## config.mk

```make
export PLATFORM = sky130hd
export DESIGN_NAME = qrs_sqrt_pipe
export DESIGN_NICKNAME = d
export VERILOG_FILES = /design/src/hdl/qrs_pkg.sv /design/src/hdl/qrs_sqrt_pipe.sv
export SDC_FILE = /design/constraint.sdc
export NUM_CORES = 2
export LEC_CHECK = 0
export BUFFER_PORTS_ARGS = -buffer_cell sky130_fd_sc_hd__buf_2
export CAP_MARGIN = 20
export CELL_PAD_IN_SITES_DETAIL_PLACEMENT = 1
export CELL_PAD_IN_SITES_GLOBAL_PLACEMENT = 2
export CORE_MARGIN = 5
export CORE_UTILIZATION = 45
export CTS_CLUSTER_DIAMETER = 150
export DETAILED_ROUTE_END_ITERATION = 6
export GPL_TIMING_DRIVEN = 0
export MAX_ROUTING_LAYER = met4
export PLACE_DENSITY_LB_ADDON = 0.12
export SETUP_SLACK_MARGIN = 0.1
export SYNTH_ARGS = -nofsm -noshare
export SYNTH_HDL_FRONTEND = slang
export SYNTH_SLANG_ARGS = --single-unit
```

## constraint.sdc

```tcl
create_clock -name aclk -period 3.5 [get_ports aclk]
set_input_delay 0.525 -clock aclk [delete_from_list [all_inputs] [get_ports aclk]]
set_output_delay 0.525 -clock aclk [all_outputs]
set_load 0.02 [all_outputs]
```

## src/hdl/qrs_pkg.sv

```systemverilog
// Shared widths, result kinds and the Q16.16 clamp for the quadratic root solver.
package qrs_pkg;

    localparam int CoefW  = 16;
    localparam int RadW   = 50;
    localparam int RootW  = RadW / 2;
    localparam int NumW   = 33;
    localparam int DenW   = 16;
    localparam int ValW   = 32;
    localparam int KindW  = 2;
    localparam int SSideW = CoefW + CoefW + KindW;
    localparam int DSideW = KindW + 1;

    typedef enum logic [KindW-1:0] {
        KIND_TWO_REAL = 2'd0,
        KIND_DOUBLE   = 2'd1,
        KIND_COMPLEX  = 2'd2,
        KIND_INVALID  = 2'd3
    } kind_t;

    typedef struct packed {
        logic       sat;
        logic [ValW-1:0] val;
    } qval_t;

    function automatic qval_t clamp_q(input logic neg, input logic [NumW-1:0] mag);
        qval_t r;
        r.sat = 1'b0;
        if (!neg) begin
            if (mag[NumW-1:ValW-1] != '0) begin
                r.sat = 1'b1;
                r.val = {1'b0, {(ValW-1){1'b1}}};
            end else begin
                r.val = mag[ValW-1:0];
            end
        end else begin
            if (mag[NumW-1:ValW] != '0 || (mag[ValW-1] && mag[ValW-2:0] != '0)) begin
                r.sat = 1'b1;
                r.val = {1'b1, {(ValW-1){1'b0}}};
            end else begin
                r.val = ValW'(~mag[ValW-1:0] + 1'b1);
            end
        end
        return r;
    endfunction

endpackage

```

## src/hdl/qrs_sqrt_pipe.sv

```systemverilog
// Pipelined floor square root, one root bit per register stage, with side data.
module qrs_sqrt_pipe #(
    parameter int RAD_W  = qrs_pkg::RadW,
    parameter int SIDE_W = qrs_pkg::SSideW
) (
    input  logic                  aclk,
    input  logic                  aresetn,
    input  logic                  en,
    input  logic                  in_valid,
    input  logic [RAD_W-1:0]      in_rad,
    input  logic [SIDE_W-1:0]     in_side,
    output logic                  out_valid,
    output logic [RAD_W/2-1:0]    out_root,
    output logic [SIDE_W-1:0]     out_side
);

    localparam int ROOT_W = RAD_W / 2;
    localparam int REM_W  = ROOT_W + 2;

    logic [RAD_W-1:0]  x_reg    [ROOT_W];
    logic [REM_W-1:0]  rem_reg  [ROOT_W];
    logic [ROOT_W-1:0] root_reg [ROOT_W];
    logic [SIDE_W-1:0] side_reg [ROOT_W];
    logic              vld_reg  [ROOT_W];

    for (genvar k = 0; k < ROOT_W; k++) begin : g_stage
        logic [RAD_W-1:0]  cur_x;
        logic [REM_W-1:0]  cur_rem;
        logic [ROOT_W-1:0] cur_root;
        logic [SIDE_W-1:0] cur_side;
        logic              cur_vld;
        logic [REM_W-1:0]  rem_sh;
        logic [REM_W-1:0]  trial;
        logic              ge;

        if (k == 0) begin : g_first
            assign cur_x    = in_rad;
            assign cur_rem  = '0;
            assign cur_root = '0;
            assign cur_side = in_side;
            assign cur_vld  = in_valid;
        end else begin : g_next
            assign cur_x    = x_reg[k-1];
            assign cur_rem  = rem_reg[k-1];
            assign cur_root = root_reg[k-1];
            assign cur_side = side_reg[k-1];
            assign cur_vld  = vld_reg[k-1];
        end

        assign rem_sh = {cur_rem[REM_W-3:0], cur_x[RAD_W-1 -: 2]};
        assign trial  = {cur_root, 2'b01};
        assign ge     = (rem_sh >= trial);

        always_ff @(posedge aclk) begin
            if (!aresetn) begin
                vld_reg[k] <= 1'b0;
            end else if (en) begin
                vld_reg[k] <= cur_vld;
            end
        end

        always_ff @(posedge aclk) begin
            if (en) begin
                x_reg[k]    <= cur_x << 2;
                rem_reg[k]  <= ge ? rem_sh - trial : rem_sh;
                root_reg[k] <= {cur_root[ROOT_W-2:0], ge};
                side_reg[k] <= cur_side;
            end
        end
    end

    assign out_valid = vld_reg[ROOT_W-1];
    assign out_root  = root_reg[ROOT_W-1];
    assign out_side  = side_reg[ROOT_W-1];

endmodule

```

==> impl_metrics.env <==
export IMPL_crit_path_end_kind="register"
export IMPL_dieHeight_um=471.0
export IMPL_netlist_area_leader_share_pct=74.30
export IMPL_synth_edff_count=2366
export IMPL_final_core_util_pct=51.97
export IMPL_multi_input_area_um2=23020
export IMPL_gp_congestion=0.8728
export IMPL_critPathCapture="rem_reg[2][60]$_DFFE_PP_"
export IMPL_yosysSeqAreaShare_pct=74.32
export IMPL_fmax_ghz=0.3029
export IMPL_critical_path_top_delay_family="compound AO/OA/AOI/OAI gates"
export IMPL_path_depth=10
export IMPL_async_reset_ff_share_pct=0
export IMPL_dp_slack_ns=-2.259
export IMPL_arrival_ns=3.92
export IMPL_clk_path_buf_depth=3
export IMPL_yosysWarnings=0
export IMPL_postSynthCellCount=6164
export IMPL_synthesis_area_um2=95630
export IMPL_yosysUniqueCellTypes=92
export IMPL_synth_seq_cells=2367
export IMPL_status="completed"
export IMPL_yosys_area_top_type="edfxtp_1"
export IMPL_grt_pass1_vias=52300
export IMPL_slowest_delay_ns=0.49
export IMPL_start_kind="register"
export IMPL_drtIter0Drc=2719
export IMPL_finalCritPeriodShare_pct=94.34
export IMPL_vias=49730
export IMPL_cts_tree="yes"
export IMPL_power_density_nw_per_um2=649.3
export IMPL_std_cell_rows=169
export IMPL_boundaryPins=148
export IMPL_viasPerCell=5.122
export IMPL_finalHoldViolCount=0
export IMPL_synthTopCellsByCount="edfxtp_1, inv_1, ha_1"
export IMPL_syn_num_nets=6603
export IMPL_final_antenna_net_count=0
export IMPL_slew_headroom_pct=39.36
export IMPL_final_area_um2=110100
export IMPL_die_w_um=471.0
export IMPL_fillers=20160
export IMPL_tightestPinTransition_ns=0.9095
export IMPL_path_common_cell="o21a_1"
export IMPL_grt_pass1_wl_mm=290.9
export IMPL_layout_drive_gt1_share_pct=11.66
export IMPL_drc=0
export IMPL_slowest_stage="edfxtp_1"
export IMPL_grt_max_degree=173
export IMPL_setup_viol=0
export IMPL_htree_levels=4
export IMPL_ir_worst_vdd_v=0.0005146
export IMPL_synth_most_common_cell="edfxtp_1"
export IMPL_hold_path_class="in2reg"
export IMPL_instances_no_fill=9709
export IMPL_clock_sinks=2367
export IMPL_post_drt_wl_per_cell_um=18.69
export IMPL_power_total_mw=71.50
export IMPL_rsz0062_at_grt="true"
export IMPL_largest_reg_flops=850
export IMPL_crit_buf_inv=3
export IMPL_cts_buffers=240
export IMPL_dp_cells=9147
export IMPL_slew_viol_final=0
export IMPL_wirelength_mm=181.5
export IMPL_critical_path_class="reg2reg"
export IMPL_cp_required_ns=4.12
export IMPL_placed_area_um2=100300
export IMPL_yosys_top_cells_area="edfxtp_1, ha_1, xnor2_1, xor2_1, inv_1"
export IMPL_p_leak_nw=40.66
export IMPL_fin_nets=7129
export IMPL_core_area_um2=211900
export IMPL_dr_pass1_iters=5
export IMPL_maxCapViolCount=0
export IMPL_clk_insertion_delay_late_ns=0.89
export IMPL_holdWs_ns=0.1420
export IMPL_layout_min_cycle_time_ns=3.302
export IMPL_tns_ns=0
export IMPL_skew_ns=0.07594
export IMPL_reg2regPathDepth=10
export IMPL_cts_root_buffer="clkbuf_16"
export IMPL_startpoint="rem_reg[2][27]$_DFFE_PP_"
export IMPL_clk_pin_slew_ns=0.06
export IMPL_grt_overflow_total=0
export IMPL_grt_usage_pct=16.81
export IMPL_setup_slack_ns=0.1982
export IMPL_syn_area_per_cell_um2=15.51
export IMPL_synth_main_ff_cell="edfxtp_1"
export IMPL_crit_path_cell_trace="ha_1, o21a_1, o21a_1, o21bai_1, a31oi_4, a221oi_4, inv_1, buf_2, buf_4, a21oi_1"
export IMPL_worstPathMaxFanout=10
export IMPL_dpl_hpwl_mm=124.4
export IMPL_seqCellArea_um2=71070
export IMPL_r2r_slack_ns=0.20
export IMPL_die_area_um2=221800
export IMPL_start_util_pct=45.13
export IMPL_reg2reg_from="rem_reg[2][27]$_DFFE_PP_"
export IMPL_syn_to_final_growth_pct=15.15
export IMPL_regToRegEndpoint="rem_reg[2][60]$_DFFE_PP_"
export IMPL_antenna_found_initial=2
export IMPL_place_port_buffers=147
## worst register-to-register path, cell delays in order (launching register included)
cell and delay, ns:
edfxtp_1 0.49, ha_1 0.40, o21a_1 0.14, o21a_1 0.20
o21bai_1 0.38, a31oi_4 0.22, a221oi_4 0.36, inv_1 0.11
buf_2 0.22, buf_4 0.23, a21oi_1 0.30
## repair_timing
| action | 4_1_cts | 5_1_grt |
|---|---|---|
| gates resized for setup | 80 | 80 |
| pin swaps | 15 | 10 |
| setup buffers | 20 | 8 |
| hold buffers | 86 | 0 |
| endpoints found under the hold margin | 86 | 0 |
| gates cloned | 6 | 2 |
| endpoints found under the setup margin | 648 | 437 |
## cells in the final DEF, fill, tap and decap left out, types with 62 or more instances in the layout
cell           synthesis  layout
clkbuf_1              48      62
clkbuf_16              0     242
ha_1                 351     350
inv_1                440     440
nor2_1               331     330
buf_2                 28     164
nor3_1               136     134
xor2_1               191     191
nand2_1              330     330
mux2_2                77      77
xnor2_1              258     258
a21oi_1              308     301
a21o_1                97      97
o21ai_0              263     247
edfxtp_1            2366    2366
dlygate4sd3_1          0      86
nand3_1               87      86
## how the worst min path moves through the flow
stage / depth (start not counted) / slack, ns / end / from
after floorplan: 0 / 0.40 / side_reg[0][100]$_DFFE_PP_ / side_reg[0][66]$_DFFE_PP_
after global placement: 0 / 0.40 / side_reg[0][488]$_DFFE_PP_ / side_reg[0][454]$_DFFE_PP_
after detailed placement: 0 / 0.41 / x_reg[4][35]$_DFFE_PP_ / x_reg[3][33]$_DFFE_PP_
after CTS: 2 / 0.02 / vld_reg[1][8]$_DFFE_PP_ / aresetn
after global routing: 2 / 0.07 / vld_reg[1][8]$_DFFE_PP_ / aresetn
final: 2 / 0.14 / vld_reg[1][8]$_DFFE_PP_ / aresetn
## power breakdown
part	internal [mW]	switching [mW]	leakage [nW]
Combinational	4.31	5.93	14.0
Clock	14.4	10.7	3.79
Sequential	34.7	1.46	22.9
## routing by layer
metal  wire, um  GRT usage [%]
met3       6004          2.698
met1      80180          21.43
met2      89940          27.83
met5          0              -
met4       5376          5.184
## layout make-up
cell class                      instances  share of cell area [%]
Antenna cell                            2                0.004545
Buffer                                 87                  0.4261
Clock buffer                          272                   5.563
Clock inverter                        166                   1.607
Inverter                              442                   1.507
Multi-Input combinational cell       3268                   20.90
Sequential cell                      2367                   64.54
Tap cell                             2821                   3.205
Timing Repair Buffer                  284                   2.247
## cell families (layout without fill, tap and decap cells)
family / count (synthesis) / after routing / synth area share [%]
DFF: 2367 / 2367 / 74.32
and+or+nand+nor: 1378 / 1378 / 7.282
AOI/OAI and AO/OA: 1003 / 1003 / 6.539
buffers and inverters: 529 / 1251 / 2.152
xor gates and xnor gates: 449 / 449 / 4.112
adders and majority gates: 351 / 351 / 4.592
muxes: 86 / 86 / 1.001
other: 1 / 3 / 0.003921
Note: power is estimated with default switching activity, not from simulation.
